==> src/lulf_pkg.sv <==
package lulf_pkg;

   // grid geometry
   localparam int MAX_SIDE = 1024;
   localparam int COORD_W  = $clog2(MAX_SIDE);
   localparam int LEN_W    = COORD_W + 1;
   localparam int PIX_W    = 8;
   localparam int DIR_W    = 2;

   // register port
   localparam int CSR_ADDR_W = 3;
   localparam int CSR_DATA_W = 32;
   localparam int GRID_W     = 11;
   localparam logic [GRID_W-1:0] GRID_RESET = GRID_W'(MAX_SIDE);

   typedef enum logic [DIR_W-1:0] {
      DIR_VERTICAL   = 2'd0,
      DIR_UP_RIGHT   = 2'd1,
      DIR_HORIZONTAL = 2'd2,
      DIR_DOWN_RIGHT = 2'd3
   } dir_type;

   typedef enum logic [0:0] {
      REG_GRID_SIZE = 1'b0
   } reg_index_type;

   // one line buffer entry: cell value and its three non-horizontal runs
   typedef struct packed {
      logic [PIX_W-1:0] value;
      logic [LEN_W-1:0] vrun;
      logic [LEN_W-1:0] drun;
      logic [LEN_W-1:0] urun;
   } entry_type;

   typedef struct packed {
      logic [PIX_W-1:0]   value;
      logic [COORD_W-1:0] sx;
      logic [COORD_W-1:0] sy;
      logic [LEN_W-1:0]   len;
      dir_type            dir;
   } line_type;

   // a pixel in flight with its position flags
   typedef struct packed {
      logic [PIX_W-1:0]   value;
      logic [COORD_W-1:0] x;
      logic [COORD_W-1:0] y;
      logic               first_col;
      logic               first_row;
      logic               last_col;
      logic               last_row;
   } cell_type;

   typedef struct packed {
      logic [LEN_W-1:0] size;
      logic             restart;
   } csr_ctrl_type;

endpackage

==> src/lulf_cell_update.sv <==
module lulf_cell_update (
   input  lulf_pkg::cell_type          site,
   input  lulf_pkg::entry_type         up,
   input  lulf_pkg::entry_type         right_up,
   input  lulf_pkg::entry_type         left_up,
   input  logic [lulf_pkg::LEN_W-1:0]  hrun_prev,
   input  logic [lulf_pkg::PIX_W-1:0]  prev_pixel,
   input  lulf_pkg::line_type          best_cur,
   output lulf_pkg::entry_type         fresh,
   output logic [lulf_pkg::LEN_W-1:0]  hrun,
   output lulf_pkg::line_type          best_next
);
   import lulf_pkg::*;

   localparam logic [LEN_W-1:0] ONE = LEN_W'(1);

   logic             nz;
   logic [LEN_W-1:0] vrun;
   logic [LEN_W-1:0] urun;
   logic [LEN_W-1:0] hlen;
   logic [LEN_W-1:0] drun;
   logic [LEN_W-1:0] x_ext;
   logic [LEN_W-1:0] y_ext;
   line_type         cand_v;
   line_type         cand_u;
   line_type         cand_h;
   line_type         cand_d;
   line_type         pick_a;
   line_type         pick_b;
   line_type         pick;

   always_comb begin
      nz    = (site.value != '0);
      x_ext = {1'b0, site.x};
      y_ext = {1'b0, site.y};

      vrun = (!site.first_row && up.value == site.value) ? up.vrun + ONE : ONE;
      urun = (!site.first_row && !site.last_col && right_up.value == site.value)
             ? right_up.urun + ONE : ONE;
      hlen = (!site.first_col && prev_pixel == site.value) ? hrun_prev + ONE : ONE;
      drun = (!site.first_row && !site.first_col && left_up.value == site.value)
             ? left_up.drun + ONE : ONE;

      if (!nz) begin
         vrun = '0;
         urun = '0;
         hlen = '0;
         drun = '0;
      end

      fresh.value = site.value;
      fresh.vrun  = vrun;
      fresh.drun  = drun;
      fresh.urun  = urun;
      hrun        = hlen;

      cand_v = '{value: site.value, sx: site.x,
                 sy: COORD_W'(y_ext + ONE - vrun), len: vrun, dir: DIR_VERTICAL};
      cand_u = '{value: site.value, sx: site.x, sy: site.y, len: urun, dir: DIR_UP_RIGHT};
      cand_h = '{value: site.value, sx: COORD_W'(x_ext + ONE - hlen), sy: site.y,
                 len: hlen, dir: DIR_HORIZONTAL};
      cand_d = '{value: site.value, sx: COORD_W'(x_ext + ONE - drun),
                 sy: COORD_W'(y_ext + ONE - drun), len: drun, dir: DIR_DOWN_RIGHT};

      // earlier direction wins a tie
      pick_a = (cand_u.len > cand_v.len) ? cand_u : cand_v;
      pick_b = (cand_d.len > cand_h.len) ? cand_d : cand_h;
      pick   = (pick_b.len > pick_a.len) ? pick_b : pick_a;

      best_next = (nz && pick.len > best_cur.len) ? pick : best_cur;
   end

endmodule

==> config.mk <==
export PLATFORM = sky130hd
export DESIGN_NAME = lulf_cell_update
export DESIGN_NICKNAME = d
export VERILOG_FILES = /design/src/lulf_pkg.sv /design/src/lulf_cell_update.sv
export SDC_FILE = /design/constraint.sdc
export NUM_CORES = 1
export LEC_CHECK = 0
export BUFFER_PORTS_ARGS = -buffer_cell sky130_fd_sc_hd__buf_2
export CORE_AREA = 2 2 119 121
export DETAILED_ROUTE_END_ITERATION = 10
export DIE_AREA = 0 0 121 123
export PLACE_DENSITY = 0.71
export SLEW_MARGIN = 10
export SYNTH_ARGS = -nofsm -noshare
export SYNTH_HDL_FRONTEND = slang
export SYNTH_SLANG_ARGS = --single-unit
==> constraint.sdc <==
create_clock -name vclk -period 11.4
set_clock_uncertainty 0.05 [all_clocks]
set_input_delay 1.14 -clock vclk [all_inputs]
set_output_delay 1.14 -clock vclk [all_outputs]
set_load 0.01 [all_outputs]
[After elaboration in Yosys (flattened, before gate mapping)]
Cells that the tools add are included.
Word-level totals
  bits in registers: 0
  input bits: 215
  output and inout port bits: 93
  word-level logic and storage cells: 41
Cells by class
  add/subtract/negate cells: 10
  order comparisons: 4
  equal/unequal tests: 4
  muxes and demuxes: 12
  reductions and logical operators: 11
Operator list (count)
  two-way mux 11 bit: 8
  two-way mux 33 bit: 2
  adder 11 x 1 -> 11 bit (second input constant): 4
  greater-than comparator 11 bit: 4
  two-way mux 41 bit: 1
  subtractor 10 bit: 4
  == test 8 bit: 4
  two-way mux 23 bit: 1
  adder 10 x 1 -> 10 bit (second input constant): 2
  nonzero test 8 bit: 1
  logical AND 1 bit: 7
  zero test 1 bit: 3

[Longest topological paths before layout]
  depth in word-level cells: 12
  mapped depth: 39
  depth with buffers taken out: 34

[Worst setup path after synthesis]
Ideal clock, no wire load.
  path type: in2out
  start: input port site[24] (netlist name)
  end: output port best_next[18] (netlist name)
  data arrival time: 8.308 ns
  data required time: 10.210 ns
  path slack: 1.902 ns
  cell stages on the path: 37
  buffers on the path: 6
  path through: buf_2 -> or4_1 -> or2_1 -> buf_2 -> nand4_1 -> inv_1 -> nand2_1 -> ha_1 -> nor2b_1 -> o21ai_0 -> nand2b_1 -> a21oi_1 -> a211oi_1 -> a211oi_4 -> nor2_8 -> buf_4 -> mux2i_1 -> ha_1 -> nor2b_1 -> o21a_1 -> o21ai_0 -> a21o_1 -> a31oi_1 -> nand2_1 -> clkbuf_1 -> clkbuf_1 -> a21oi_1 -> ha_1 -> nor2b_1 -> o21a_1 -> o21a_1 -> o21ai_0 -> a21oi_1 -> o31ai_1 -> clkbuf_1 -> a21oi_1 -> a21oi_1
RTL lines
  from (decl): line lulf_cell_update.sv:2  | input lulf_pkg::cell_type site,
  to (decl): line lulf_cell_update.sv:11  | output lulf_pkg::line_type best_next

==> out/summary.txt <==
post-route cell area - 6400 um2
FFs & Latches - 0
Synth cell types - 58
Register Area - 0 um2
RSZ-0062 raised after global routing - false
fraction of layout cells with a size suffix above 1 - 28.1%
first-pass GRT wire length - 28000 um
largest net degree at the start of global routing - 25
DR pass1 iterations - 5
RePlAce Congestion - 0.967
Top Family by Delay on Critical Path - compound AO/OA/AOI/OAI gates
startpoint types - input port
WL per Instance - 15.9 um
Starting Density - 37.0%
area of placed instances - 6400 um2
top cells by area, synth - ha_1 19%, xnor2_1 12%, xor2_1 6.8%
Post-Route WL - 18400 um
Synth Net Count - 1048
CP max FO - 20
CP most frequent cell - a21oi_1
final routed DRC violation total - 0
mean number of vias per cell - 5.29
IO Pins - 308
critical path's slowest cell - o31ai_4
Setup CP Type - in2out
crit share post-route - 91.3%
# port buffers - 241
maximum vdd drop - 14.6 uV
Fill cells - 1445
area share of the leading cell type in the synthesized netlist - 18.6%
Detail Route Antenna Nets - 0
Leak - 3.19 nW
post-CTS sizing - 0
commonest non-fill, non-tap cell in the layout - buf_2
Final Hold Vio Count - 0
CP endpoint kind - primary output
Antenna Cells - 0
sequential cell area fraction in the yosys report - 0%
Post-CTS Setup Bufs - 0
average cell area after synthesis - 6.67 um2
Worst EP arrival - 9220 ps
Ys Warns - 0
# rows - 43
Max Freq - 0.0961 GHz
vias in the first global route - 5710
Placed Cells - 1154
Tmin final - 10410 ps
Die Y - 123 um
commonest non-fill, non-tap cells in the layout - 241 x buf_2, 83 x nor2_1, 80 x nand2_1
Syn Inst Count - 755
Synth Cell Area - 5040 um2
CP bufs+invs - 6
# hold bufs at CTS - 0
initial antenna violation count - 1
Final Max Slew Viols - 0
# Max-Cap Violations - 0
Die Width - 121 um
Least-Margin Pin Slew - 855 ps
status - completed
Hold/Removal Path Class - in2out
GRT Residual Overflow - 0
DR iter-0 viols - 301
gr usage total - 23.4%
Slew headroom - 43.0%
setup_tns - 0 ps
crit-path max cell delay - 750 ps
pwr dens - 28.8 nW/um2
required time of the critical path - 10210 ps
Layout area overhead - 27.1%
Die ar. - 14900 um2
fin cells - 1154
HPWL Detailed - 16100 um
Layout Nets - 1269
core footprint - 13600 um2
multi-input logic area - 4610 um2
clock buffer count - 0
vias after detailed routing - 6100
largest area contributor in the netlist - ha_1
final setup vio count - 0
synthesized netlist by cell type, drive strengths merged, types with 19 or more instances:
master / count
inv: 65
ha: 75
a21oi: 47
nand2: 80
buf: 19
xor2: 39
xnor2: 71
nand3: 48
nor2: 85
o21ai: 32
worst paths after layout:
check / startpoint / to / slack, ps / cells after the start
worst max-delay path: site[24] / best_next[32] / 990 / 37
worst min-delay path: best_cur[40] / best_next[40] / 2510 / 4
final cells by class:
cell class,instances,share of cell area (%)
inverters,65,3.81
multi-input cells,653,72.1
well taps,180,3.52
repair buffers,256,20.6
per-stage QoR:
step	utilization (%)	total power, W	hold WS, ps	setup WS, ps
detailed placement	47.0	0.000184	2510	1020
CTS	47.0	0.000185	2510	1010
global placement	47.0	0.000181	2500	1140
floorplan	-	0.000118	2320	1900
finish	47.0	0.000184	2510	989
global route	47.0	0.000204	2520	492
cell families after synthesis:
group | synth area share, %
simple gates | 27.8
compound gates | 20.4
xor+xnor | 19.1
buf+inv | 8.75
fa+ha+maj | 19.8
mux | 4.02
worst min-delay path: cells and delay by family:
family	cells	cell delay [ps]
buffers and inverters	2	190
AND/OR/NAND/NOR	2	90
per-layer routing:
metal | wire, um | GRT usage, % | up-vias | part of all wire, %
li1 | - | - | 3086 | -
met1 | 7800 | 28.0 | 2748 | 42
met2 | 9000 | 44.7 | 235 | 49
met3 | 1170 | 2.91 | 29 | 6.4
met4 | 413 | 4.51 | 2 | 2.2
met5 | 11 | 0 | - | 0.060
where the power goes:
part	leakage [nW]	internal [W]	switching, W
Sequential	0	0	0
Combinational	3.19	0.0000854	0.0000988
Clock	0	0	0
Total	3.19	0.0000854	0.0000988
Power figures use the tool's default switching activity.
