<file path="src/lulf_pkg.sv">
package lulf_pkg;

   // grid geometry
   localparam int MAX_SIDE = 1024;
   localparam int COORD_W  = $clog2(MAX_SIDE);
   localparam int LEN_W    = COORD_W + 1;
   localparam int PIX_W    = 8;
   localparam int DIR_W    = 2;

   // register port
   localparam int CSR_ADDR_W = 3;
   localparam int CSR_DATA_W = 32;
   localparam int GRID_W     = 11;
   localparam logic [GRID_W-1:0] GRID_RESET = GRID_W'(MAX_SIDE);

   typedef enum logic [DIR_W-1:0] {
      DIR_VERTICAL   = 2'd0,
      DIR_UP_RIGHT   = 2'd1,
      DIR_HORIZONTAL = 2'd2,
      DIR_DOWN_RIGHT = 2'd3
   } dir_type;

   typedef enum logic [0:0] {
      REG_GRID_SIZE = 1'b0
   } reg_index_type;

   // one line buffer entry: cell value and its three non-horizontal runs
   typedef struct packed {
      logic [PIX_W-1:0] value;
      logic [LEN_W-1:0] vrun;
      logic [LEN_W-1:0] drun;
      logic [LEN_W-1:0] urun;
   } entry_type;

   typedef struct packed {
      logic [PIX_W-1:0]   value;
      logic [COORD_W-1:0] sx;
      logic [COORD_W-1:0] sy;
      logic [LEN_W-1:0]   len;
      dir_type            dir;
   } line_type;

   // a pixel in flight with its position flags
   typedef struct packed {
      logic [PIX_W-1:0]   value;
      logic [COORD_W-1:0] x;
      logic [COORD_W-1:0] y;
      logic               first_col;
      logic               first_row;
      logic               last_col;
      logic               last_row;
   } cell_type;

   typedef struct packed {
      logic [LEN_W-1:0] size;
      logic             restart;
   } csr_ctrl_type;

endpackage

</file>
<file path="src/lulf_csr.sv">
module lulf_csr (
   input  logic                           clock,
   input  logic                           reset,
   input  logic                           psel,
   input  logic                           penable,
   input  logic                           pwrite,
   input  logic [lulf_pkg::CSR_ADDR_W-1:0] paddr,
   input  logic [lulf_pkg::CSR_DATA_W-1:0] pwdata,
   output logic [lulf_pkg::CSR_DATA_W-1:0] prdata,
   output logic                           pready,
   output lulf_pkg::csr_ctrl_type          ctrl
);
   import lulf_pkg::*;

   logic [GRID_W-1:0] grid_ff;
   logic [GRID_W-1:0] grid_in;
   logic              wr_grid;
   reg_index_type     index;

   assign index  = reg_index_type'(paddr[CSR_ADDR_W-1]);
   assign pready = 1'b1;

   always_comb begin
      wr_grid = 1'b0;
      prdata  = '0;
      unique case (index)
         REG_GRID_SIZE: begin
            wr_grid = psel && penable && pwrite;
            prdata  = CSR_DATA_W'(grid_ff);
         end
         default: begin
            wr_grid = 1'b0;
            prdata  = '0;
         end
      endcase
      grid_in = wr_grid ? pwdata[GRID_W-1:0] : grid_ff;
   end

   always_ff @(posedge clock) begin
      if (reset) begin
         grid_ff <= GRID_RESET;
      end else begin
         grid_ff <= grid_in;
      end
   end

   // zero acts as one, oversize acts as the line buffer depth
   always_comb begin
      if (grid_ff == '0) begin
         ctrl.size = LEN_W'(1);
      end else if (int'(grid_ff) > MAX_SIDE) begin
         ctrl.size = LEN_W'(MAX_SIDE);
      end else begin
         ctrl.size = LEN_W'(grid_ff);
      end
      ctrl.restart = wr_grid;
   end

endmodule
</file>
<file path="config.mk">
export PLATFORM = sky130hd
export DESIGN_NAME = lulf_csr
export DESIGN_NICKNAME = d
export VERILOG_FILES = /design/src/lulf_pkg.sv /design/src/lulf_csr.sv
export SDC_FILE = /design/constraint.sdc
export NUM_CORES = 1
export LEC_CHECK = 0
export BUFFER_PORTS_ARGS = -buffer_cell sky130_fd_sc_hd__buf_2
export CORE_MARGIN = 1
export CORE_UTILIZATION = 31
export DETAILED_ROUTE_END_ITERATION = 8
export PLACE_DENSITY_LB_ADDON = 0.05
export SLEW_MARGIN = 40
export SYNTH_ARGS = -nofsm -noshare
export SYNTH_HDL_FRONTEND = slang
export SYNTH_SLANG_ARGS = --single-unit
</file>
<file path="constraint.sdc">
create_clock -name clock -period 0.83 [get_ports clock]
set_clock_uncertainty 0.05 [all_clocks]
set_input_delay 0.083 -clock clock [delete_from_list [all_inputs] [get_ports clock]]
set_output_delay 0.083 -clock clock [all_outputs]
set_load 0.01 [all_outputs]
</file>
=== Yosys cells after proc, flatten, opt, wreduce, memory -nomap -nowiden ===
Index checks and enable logic that the tools add are counted.

* Output and inout port bits: 45
* Register bits: 11

* $lt $le $gt $ge: 1
* Muxes and demuxes: 4
* Reduce and logical (&&, ||, !) cells: 3

{| class="wikitable"
|+ Operator list
! kind !! number
|-
| $mux W11 || 3
|-
| $gt A11 B11 Y1 const B || 1
|-
| $logic_not A11 Y1 || 1
|-
| $logic_and A1 B1 Y1 || 2
|-
| $mux W1 || 1
|}

=== Logic depth before layout (Yosys ltp) ===
Gate-level depths: netlist of the first run.

* Depth after elaboration: 3
* Gate-level depth with buffers: 5
* Mapped depth without buffers: 4

=== Least setup slack after synthesis of the first run ===
No wires, ideal clock.

* Path type: register to output
* Start point: reg grid_ff[10]
* End point: out ctrl[1] (netlist bit)
* Stages on the path, launching flop included: 4
* Slack: -0.190 ns
* Data arrival time: 0.887 ns
* Path through: dfxtp_1 > nor4_1 > nand3_1 > mux2i_1

{| class="wikitable"
|+ RTL lines
! what !! RTL line !! RTL
|-
| start, declared || lulf_csr.sv:15 || <nowiki>logic [GRID_W-1:0] grid_ff;</nowiki>
|-
| start signal, assigned || lulf_csr.sv:43 || <nowiki>grid_ff <= grid_in;</nowiki>
|-
| end, declared || lulf_csr.sv:11 || <nowiki>output lulf_pkg::csr_ctrl_type ctrl</nowiki>
|}

==> metrics.md, run 1 <==
| Metric | Value |
|---|---|
| Status | finished, violations left |
| Failing checks | hold timing, setup timing |
| CTS tree | done |
| Min Hold Slack | -0.00438 ns |
| Core Rows | 17 |
| Routability cong. | 0.688 |
| Worst setup margin | -0.595 ns |
| Min Tclk post-route | 1.43 ns |
| Area of the core | 2300 um2 |
| Hold path depth | 3 |
| Crit end category | primary output |
| Clk buf depth | 2 |
| Internal cell power | 846 uW |
| Sequential share of the synthesized area | 0.278 |
| Netlist area before placement | 791 um2 |
| Max Freq | 0.702 GHz |
| Hold Startpoint | pwdata[5] |
| Switch share | 0.294 |
| GR Overflow Total | 0 |
| Power, Total | 1200 uW |
| Req. time, crit path | 0.70 ns |
| Max reg flops | 11 |
| # clock sinks | 11 |
| Die area | 2760 um2 |
| Nets | 200 |
| Gate Count Post-Synth | 102 |
| Max Cap Violations | 0 |
| Pwr per Cell Area | 948 nW/um2 |
| Max VDD drop | 851 uV |
| Vias | 772 |
| Setup TNS | -6.58 ns |
| Worst path arrival time | 1.29 ns |
| Synth Area per Inst | 7.75 um2 |
| Netlist cell types | 17 |
| Drt first pass iters | 3 |
| # setup viols final | 24 |
| WS Path Type | reg -> out |
| Vias in the first global route | 606 |
| Slew Limit Fails | 0 |
| Fin. Hold Viols | 4 |
| 1st-iter DRT viols | 2 |
| Total GRT Usage | 0.136 |
| Layout cells sized above 1 | 0.572 |
| H-Tree Depth | 1 |
| Initial Util | 0.344 |
| HPWL Detailed | 1310 um |
| Biggest register | grid_ff |
| Syn-to-layout area delta | 60.0% |
| Die width | 52.5 um |
| Critical path launch point type | flip-flop |
| Logic pwr share | 0.230 |
| Post-Route WL | 2000 um |
| Lkg Pwr | 0.000617 uW |
| Largest net degree at the start of global routing | 13 |
| Hold Path End | grid_ff[5] |
| Inserted Diodes | 0 |
| Clk_lat worst skew | 0.28 ns |
| Flop2flop setup slack | -0.03 ns |
| Reg2Reg Depth | 4 |
| Die Y | 52.5 um |
| Reg2Reg Capture Point | grid_ff[10] |
| Per-cell routed wire length | 10.7 um |
| Global-route wire length before repair | 2630 um |
| Number of port buffers | 39 |
| Initial antenna violation count | 0 |
| Final Cycle Share | 1.72 |
| Top Registers | grid_ff x11 |
| Worst R2R Start | grid_ff[10] |
| Vias per Instance | 4.13 |
| Drt drc | 0 |
| CTS buffer count | 3 |
| RSZ-0062 raised after global routing | true |
| Clk slew on worst S/H paths | 0.07 ns |
| Filler cells | 225 |
| Seq pwr share | 0.457 |
| Post-DP Area | 988 um2 |
| NetSw | 353 uW |
| HP Class | in -> reg |
| Routed Antenna Nets | 0 |
| Ports | 85 |
| Post-synthesis register bit count | 11 |
| Critical-path maximum fanout | 2 |
| Finished layout cell area | 1260 um2 |
| Clock network power share | 0.313 |
| CTS root buf | clkbuf_4 |
| Synth Warn # | 0 |
[logic make-up (layout without fill, tap and decap cells)]
group | after synthesis | after routing | share of synthesized area
flip-flops | 11 | 11 | 0.278
AO/OA/AOI/OAI | 10 | 10 | 0.101
other | 2 | 22 | 0.00950
multiplexers | 1 | 1 | 0.0127
buffers and inverters | 30 | 67 | 0.269
AND/OR/NAND/NOR | 48 | 48 | 0.329
[routing by layer]
metal | vias to the layer above | part of all wire | global-route usage
met4 | 0 | 0.014 | 0.0526
li1 | 386 | - | -
met3 | 5 | 0.064 | 0.0464
met1 | 344 | 0.41 | 0.144
met2 | 37 | 0.51 | 0.243
met5 | - | 0 | 0
[synth_stat cells, drive strengths merged]
cell type | n | share of area
nor2 | 1 | 0.0047
clkbuf | 2 | 0.0095
nor4 | 2 | 0.016
nand4b | 1 | 0.030
dfxtp | 11 | 0.28
a21oi | 10 | 0.10
nor2b | 20 | 0.16
conb | 2 | 0.0095
nand3 | 1 | 0.0063
nand3b | 1 | 0.0095
mux2i | 1 | 0.013
buf | 27 | 0.25
nand2 | 22 | 0.10
inv | 1 | 0.0047
[power by group through the flow]
| stage | Combinational, uW | Sequential, uW | Clock (uW) |
|---|---|---|---|
| final | 276 | 548 | 375 |
| after global routing | 303 | 550 | 411 |
| after CTS | 251 | 550 | 375 |
| after detailed placement | 211 | 558 | 0 |
| after global placement | 212 | 557 | 0 |
| after floorplan | 206 | 560 | 0 |
[placed cells by master, fill, tap and decap left out]
cell / instances
buf_4: 5
nor2_1: 1
nand2_4: 2
nor4_2: 1
clkbuf_4: 3
nand2_2: 1
buf_2: 35
mux2i_2: 1
inv_6: 1
a21oi_1: 1
nor4_4: 1
a21oi_2: 9
dfxtp_4: 2
clkinv_2: 1
nand2_1: 19
nand3b_1: 1
nand4b_4: 1
conb_1: 22
nor2b_4: 3
buf_6: 16
dlygate4sd3_1: 6
nand3_1: 1
dfxtp_2: 9
nor2b_1: 17
[layout make-up]
class | count | area [um2] | share of cell area
tap | 28 | 35.0 | 0.0277
timing repair buffer | 62 | 453 | 0.358
inverter | 1 | 8.76 | 0.00692
clock inverter | 1 | 5.00 | 0.00396
sequential | 11 | 239 | 0.189
clock buffer | 3 | 22.5 | 0.0178
multi-input combinational | 81 | 502 | 0.397
[worst max-delay path by stage]
stage / start / endpoint / slack (ns) / cells after the start
floorplan: grid_ff[1] / ctrl[1] / -0.18 / 3
global placement: grid_ff[1] / ctrl[1] / -0.34 / 4
detailed placement: grid_ff[4] / ctrl[1] / -0.33 / 4
CTS: grid_ff[1] / ctrl[1] / -0.61 / 4
finish: grid_ff[5] / ctrl[1] / -0.60 / 4
global route: grid_ff[5] / ctrl[1] / -0.69 / 4
[worst max-delay path: stages, from the launching register on]
cell,delay (ns)
dfxtp_4,0.36
nor4_4,0.24
nand3_1,0.12
mux2i_2,0.15
buf_2,0.15
[per-stage QoR]
stage / std cells / util / worst slack (ns)
5_1_grt: 187 / 0.551 / -0.687
6_report: 187 / 0.551 / -0.595
3_5_place_dp: 172 / 0.430 / -0.328
3_3_place_gp: 172 / 0.430 / -0.336
2_1_floorplan: 122 / - / -0.176
4_1_cts: 183 / 0.499 / -0.611
[timing repair]
item | CTS | global route
gates cloned | 1 | 0
pin swaps | 0 | 4
resized for setup | 23 | 24
hold buffers | 6 | 0
setup buffers | 0 | 8
endpoints found under the hold margin | 6 | 0
setup endpoints to repair | 23 | 23
Power figures use the tool's default switching activity.
==> run 2, diff against run 1 <==
- ABC_AREA: default -> 1
- CORE_UTILIZATION: 31 -> 30
==> run 2 against run 1 <==
  * The run ends with setup timing left
  * Worst hold slack better by 0.083 ns
  * Cell area grew 17%
  * Via count up 19%
  * Critical path type unchanged
==> metrics.md, run 2 <==
| Metric | Value |
|---|---|
| GR Overflow Total | 0 (unchanged) |
| Inserted Diodes | 0 (unchanged) |
| Post-DP Area | 1020 um2 (was 988 um2) |
| Initial antenna violation count | 0 (unchanged) |
| Global-route wire length before repair | 3220 um (was 2630 um) |
| Die Y | 52.6 um (was 52.5 um) |
| Core Rows | 17 (unchanged) |
| Pwr per Cell Area | 1040 nW/um2 (was 948 nW/um2) |
| Main area contributors after synthesis | dfxtp_1 29%, buf_4 23%, nor2_1 22%, inv_1 5.9%, o21ai_1 3.9% (was dfxtp_1 28%, buf_4 23%, nor2b_1 16%, nand2_1 10%, a21oi_2 8.9%) |
| Min Hold Slack | 0.0785 ns (was -0.00438 ns) |
| Sequential share of the synthesized area | 0.287 (was 0.278) |
| Post-synth top area share | 0.287 (was 0.278) |
| Top Metal Used | met4 (unchanged) |
| Commonest cells after routing, fill and taps aside | 27 x nor2_1, 27 x buf_2, 24 x buf_6, 22 x conb_1, 14 x nor2_4 (was 35 x buf_2, 22 x conb_1, 19 x nand2_1, 17 x nor2b_1, 16 x buf_6) |
| Routability cong. | 0.751 (was 0.688) |
| Post-synthesis register bit count | 11 (unchanged) |
| Max VDD drop | 674 uV (was 851 uV) |
| RSZ-0062 raised after global routing | true (unchanged) |
| Layout cells sized above 1 | 0.616 (was 0.572) |
| Met2 wire len | 1240 um (was 1020 um) |
| Req. time, crit path | 0.70 ns (about the same) |
| Nets | 231 (was 200) |
| CP most frequent cell | nor2_4 |
| Max reg flops | 11 (unchanged) |
| Ys async rst share | 0 (unchanged) |
| Drt first pass iters | 3 (unchanged) |
| Number of port buffers | 39 (unchanged) |
| Lkg Pwr | 0.000750 uW (was 0.000617 uW) |
| Clk_lat worst skew | 0.27 ns (was 0.28 ns) |
| Die width | 52.6 um (was 52.5 um) |
| Gate Count Post-Synth | 118 (was 102) |
| Per-cell routed wire length | 10.6 um (was 10.7 um) |
| Max Cap Violations | 0 (unchanged) |
| Biggest register | grid_ff (unchanged) |
| Final Cycle Share | 1.81 (was 1.72) |
| Drt drc | 0 (unchanged) |
| Initial Util | 0.331 (was 0.344) |
| # setup viols final | 25 (was 24) |
| CTS root buf | clkbuf_4 (unchanged) |
| Worst path cell trace | nor2_4, nand3_2, nor2_4, nor2_4, buf_12, nor2_4, buf_6 (was nor4_4, nand3_1, mux2i_2, buf_2) |
| Vias in the first global route | 754 (was 606) |
| HPWL Detailed | 1450 um (was 1310 um) |
| Met3 Routed Length | 146 um (was 128 um) |
| Largest net degree at the start of global routing | 12 (was 13) |
| Synth Warn # | 0 (unchanged) |
| Netlist area before placement | 767 um2 (was 791 um2) |
| Min Tclk post-route | 1.50 ns (was 1.43 ns) |
| Power, Total | 1540 uW (was 1200 uW) |
| Finished layout cell area | 1480 um2 (was 1260 um2) |
| Most common cell in the netlist | nor2_1 (was buf_4) |
| # clock sinks | 11 (unchanged) |
| Total GRT Usage | 0.163 (was 0.136) |
| Largest area contributor in the netlist | dfxtp_1 (unchanged) |
| CTS buffer count | 3 (unchanged) |
| Status | finished, violations left (unchanged) |
| H-Tree Depth | 1 (unchanged) |
| Die area | 2760 um2 (about the same) |
| 1st-iter DRT viols | 3 (was 2) |
| Synth Area per Inst | 6.50 um2 (was 7.75 um2) |
| Fin. Hold Viols | 0 (was 4) |
| CTS tree | done (unchanged) |
| Critical-path maximum fanout | 7 (was 2) |
| Worst path arrival time | 1.37 ns (was 1.29 ns) |
| Worst setup margin | -0.673 ns (was -0.595 ns) |
| Area of the core | 2320 um2 (was 2300 um2) |
| Critical path launch point type | flip-flop (unchanged) |
| WS Path Type | reg -> out (unchanged) |
| Crit end category | primary output (unchanged) |
| Netlist cell types | 19 (was 17) |
| Clk buf depth | 2 (unchanged) |
| Syn-to-layout area delta | 93.1% (was 60.0%) |
| Vias per Instance | 4.22 (was 4.13) |
| Clk slew on worst S/H paths | 0.07 ns (about the same) |
| Met1 WL | 921 um (was 828 um) |
| EDFF count, synth | 0 (unchanged) |
| Ys flop type | dfxtp_1 (unchanged) |
| Setup TNS | -9.58 ns (was -6.58 ns) |
| Post-Route WL | 2320 um (was 2000 um) |
| Max Freq | 0.665 GHz (was 0.702 GHz) |
| Slew Limit Fails | 0 (unchanged) |
| CP max stage delay | 0.34 ns (was 0.36 ns) |
| Failing checks | setup timing (was hold timing, setup timing) |
| HP Class | in -> reg (unchanged) |
| Top Registers | grid_ff x11 (unchanged) |
| Routed Antenna Nets | 0 (unchanged) |
| Most frequent cells after synthesis | 44 x nor2_1, 23 x buf_4, 12 x inv_1 (was 24 x buf_4, 22 x nand2_1, 20 x nor2b_1) |
| Crit-path slowest cell | dfxtp_2 (was dfxtp_4) |
| Ports | 85 (unchanged) |
| Vias | 920 (was 772) |
run 2: final timing paths:
path	start	endpoint	cells past startpoint	slack (ns)
setup / recovery	grid_ff[4]	ctrl[10]	7	-0.67
hold / removal	reset	grid_ff[4]	4	0.08
setup reg to reg	grid_ff[10]	grid_ff[10]	4	-0.08
hold reg to reg	grid_ff[3]	grid_ff[3]	2	0.45
run 2: final cells by class:
type                            instances  area [um2]
Sequential cell                        11         234
Timing Repair Buffer                   75         626
Multi-Input combinational cell         87         494
Inverter                               13        66.3
Clock buffer                            4        26.3
Fill cell                             226         837
Tap cell                               28        35.0
run 2: cells by family after synthesis:
kind of cell / share of synthesized area
compound gates: 0.0799
buf+inv: 0.325
flops: 0.287
other cells: 0.00979
simple gates: 0.299
run 2: worst max-delay path, delay by kind of cell, from the launching register on:
kind | cells | cell delay, ns
AND/OR/NAND/NOR | 5 | 0.49
buffers and inverters | 2 | 0.25
flip-flops | 1 | 0.34
run 2: repair_timing:
item,in CTS,in global routing
cloned,0,0
resized for setup,33,50
endpoints found under the setup margin,23,26
hold buffers,11,0
pin swaps,3,15
endpoints found under the hold margin,11,0
setup buffers,0,14
run 2: metrics by stage:
stage	utilization	worst slack, ns	instances
3_5_place_dp	0.439	-0.351	194
3_3_place_gp	0.439	-0.322	194
4_1_cts	0.525	-0.645	209
5_1_grt	0.639	-0.742	218
6_report	0.639	-0.673	218
2_1_floorplan	-	-0.155	138
run 2: power by group:
part,leakage (uW),switching [uW],internal (uW)
logic,0.000641,304,292
registers,0.0000936,16.4,549
clock network,0.0000150,194,186
total,0.000750,514,1030
run 2: routing by layer:
layer / up-vias / global-route usage
met3: 2 / 0.0348
met4: 0 / 0.0658
met2: 44 / 0.266
met5: - / 0
li1: 453 / -
met1: 421 / 0.206
==> run 3, diff against run 2 <==
--- a/config.mk
+++ b/config.mk
@@ -11,4 +11,5 @@
 export CORE_UTILIZATION = 30
 export DETAILED_ROUTE_END_ITERATION = 8
+export GPL_ROUTABILITY_DRIVEN = 0
 export PLACE_DENSITY_LB_ADDON = 0.05
 export SLEW_MARGIN = 40
--- a/constraint.sdc
+++ b/constraint.sdc
@@ -3,3 +3,3 @@
 set_input_delay 0.083 -clock clock [delete_from_list [all_inputs] [get_ports clock]]
 set_output_delay 0.083 -clock clock [all_outputs]
-set_load 0.01 [all_outputs]
+set_load 0.02 [all_outputs]
==> run 3 against run 2 <==
  * The flow still finishes with violations (setup timing)
  * Critical path type unchanged
  * First-iteration DRC count rose to 2.7 times the previous value
  * Combinational power fell by 5.0%
  * Worst setup slack improved by 0.047 ns
  * Clock power fell by 2%
  * Core utilization fell by 0.86 points
  * Total power fell by 2.5%
  * Sequential power barely moved
  * Worst hold slack got worse by 0.077 ns
  * Sequential share of layout area rose by 0.22 points
  * Clock-buffer cell count did not move
  * Via count fell by 4.8%
  * Maximum frequency rose by 3.2%
==> metrics.md, run 3 (synthesized netlist as in run 2, its figures left out) <==
| Metric | Value |
|---|---|
| Nets | 227 (was 231) |
| Crit end category | primary output (unchanged) |
| Syn-to-layout area delta | 90.5% (was 93.1%) |
| CP max stage delay | 0.34 ns (about the same) |
| Drt drc | 0 (unchanged) |
| Final Cycle Share | 1.75 (was 1.81) |
| HPWL Detailed | 1420 um (was 1450 um) |
| Worst R2R Start | grid_ff[10] (unchanged) |
| Die Y | 52.6 um (unchanged) |
| CTS tree | done (unchanged) |
| Internal cell power | 963 uW (was 1030 uW) |
| Initial antenna violation count | 0 (unchanged) |
| Worst path arrival time | 1.32 ns (was 1.37 ns) |
| CTS buffer count | 3 (unchanged) |
| Die width | 52.6 um (unchanged) |
| Routed Antenna Nets | 0 (unchanged) |
| Per-cell routed wire length | 10.1 um (was 10.6 um) |
| Multi-input gate area | 500 um2 (was 494 um2) |
| Die area | 2760 um2 (unchanged) |
| Ports | 85 (unchanged) |
| NetSw | 540 uW (was 514 uW) |
| Clock network power share | 0.247 (was 0.246) |
| HP Class | in -> reg (unchanged) |
| Largest net degree at the start of global routing | 12 (unchanged) |
| Filler cells | 223 (was 226) |
| Lkg Pwr | 0.000722 uW (was 0.000750 uW) |
| Commonest cells after routing, fill and taps aside | 25 x buf_6, 24 x nor2_1, 22 x conb_1, 21 x buf_4, 15 x buf_2 (was 27 x nor2_1, 27 x buf_2, 24 x buf_6, 22 x conb_1, 14 x nor2_4) |
| Logic pwr share | 0.376 (was 0.387) |
| CP startpoint | grid_ff[8] (was grid_ff[4]) |
| Inserted Diodes | 0 (unchanged) |
| Clk buf depth | 2 (unchanged) |
| Min Hold Slack | 0.00108 ns (was 0.0785 ns) |
| Fin. Hold Viols | 0 (unchanged) |
| Layout cells sized above 1 | 0.618 (was 0.616) |
| Core Rows | 17 (unchanged) |
| Crit-path slowest cell | dfxtp_2 (unchanged) |
| Slew Limit Fails | 0 (unchanged) |
| # clock sinks | 11 (unchanged) |
| Failing checks | setup timing (unchanged) |
| Critical-path maximum fanout | 5 (was 7) |
| Seq pwr share | 0.377 (was 0.367) |
| WS Path Type | reg -> out (unchanged) |
| Min Tclk post-route | 1.46 ns (was 1.50 ns) |
| CTS root buf | clkbuf_4 (unchanged) |
| Pwr per Cell Area | 1030 nW/um2 (was 1040 nW/um2) |
| CP most frequent cell | nor2_4 (unchanged) |
| Total GRT Usage | 0.167 (was 0.163) |
| # setup viols final | 24 (was 25) |
| Vias | 876 (was 920) |
| Status | finished, violations left (unchanged) |
| Max Cap Violations | 0 (unchanged) |
| Seq. cell area | 234 um2 (unchanged) |
| Global-route wire length before repair | 3350 um (was 3220 um) |
| Req. time, crit path | 0.70 ns (about the same) |
| GR Overflow Total | 0 (unchanged) |
| Biggest register | grid_ff (unchanged) |
| RSZ-0062 raised after global routing | true (unchanged) |
| Post-DP Area | 1030 um2 (was 1020 um2) |
| Vias per Instance | 4.09 (was 4.22) |
| Hold Startpoint | pwdata[6] (was reset) |
| Max VDD drop | 819 uV (was 674 uV) |
| Clk_lat worst skew | 0.26 ns (was 0.27 ns) |
| Area of the core | 2320 um2 (unchanged) |
| Critical path launch point type | flip-flop (unchanged) |
| Max reg flops | 11 (unchanged) |
| Max Freq | 0.687 GHz (was 0.665 GHz) |
| Flop2flop setup slack | -0.10 ns (was -0.08 ns) |
| 1st-iter DRT viols | 8 (was 3) |
| Critical path's top delay family | simple AND/OR/NAND/NOR gates (unchanged) |
| Drt first pass iters | 3 (unchanged) |
| Switch share | 0.359 (was 0.333) |
| Commonest non-fill, non-tap cell in the layout | buf_6 |
| Clk slew on worst S/H paths | 0.08 ns (was 0.07 ns) |
| Worst setup margin | -0.625 ns (was -0.673 ns) |
| Initial Util | 0.331 (unchanged) |
| Top Registers | grid_ff x11 (unchanged) |
| Crit path buf inv count | 1 (was 2) |
| Vias in the first global route | 789 (was 754) |
| Finished layout cell area | 1460 um2 (was 1480 um2) |
| Worst path cell trace | nor2_4, nand3_2, nor2_4, nor2_4, nor2_2, buf_4 (was nor2_4, nand3_2, nor2_4, nor2_4, buf_12, nor2_4, buf_6) |
| Number of port buffers | 39 (unchanged) |
| H-Tree Depth | 1 (unchanged) |
| Post-Route WL | 2160 um (was 2320 um) |
## run 3: cell count changes in the layout (fill, tap and decap cells not counted)
| cell | change |
|---|---|
| buf_6 | +1 |
| inv_1 | +1 |
| buf_12 | -1 |
| dlygate4sd3_1 | -2 |
| nor2_1 | -3 |
| o21ai_1 | +2 |
| inv_4 | -2 |
| nor2_2 | +4 |
| buf_2 | -12 |
| buf_4 | +9 |
| o21ai_2 | -2 |
| inv_2 | +1 |
## run 3: metal layers
metal,share of wire,GRT usage,vias to the layer above
li1,-,-,449
met1,0.42,0.206,383
met2,0.52,0.291,44
met3,0.058,0.0261,0
met4,0,0.0526,0
met5,0,0,-
## run 3: power groups by stage
stage	sequential [uW]	clock, uW	combinational [uW]
after floorplan	568	0	352
after global placement	567	0	405
after detailed placement	568	0	407
after CTS	562	385	522
after global routing	568	413	617
final	566	371	566
## run 3: final timing paths
check	to	cells after the start
setup reg to reg	grid_ff[10]	4
hold reg to reg	grid_ff[3]	2
hold / removal	grid_ff[6]	3
setup / recovery	ctrl[4]	6
## run 3: area by class of cell
type,instances,share of cell area
repair buffers,70,0.414
multi-input cells,88,0.342
well taps,28,0.0240
clock buffers,4,0.0180
inverters,13,0.0420
flip-flops and latches,11,0.160
## run 3: repair_timing
action | 4_1_cts | 5_1_grt
hold endpoints to repair | 9 | 0
hold buffers | 9 | 0
gates resized for setup | 73 | 33
endpoints found under the setup margin | 24 | 26
gates cloned | 1 | 0
pin swaps | 5 | 9
buffers inserted | 3 | 8
## run 3: worst reg2reg max path, delay by kind of cell (launching register included)
family	cells	cell delay (ns)
AOI/OAI and AO/OA	1	0.15
buffers and inverters	3	0.29
DFF	1	0.36
## run 3: through the flow
stage | utilization | power, uW | setup WS, ns | TNS (ns) | std cells
final | 0.630 | 1500 | -0.625 | -9.24 | 214
after global routing | 0.630 | 1600 | -0.720 | -10.87 | 214
after CTS | 0.579 | 1470 | -0.624 | -9.27 | 211
after detailed placement | 0.445 | 975 | -0.349 | -3.73 | 196
after global placement | 0.445 | 972 | -0.341 | -3.62 | 196
after floorplan | - | 920 | -0.230 | -2.19 | 138
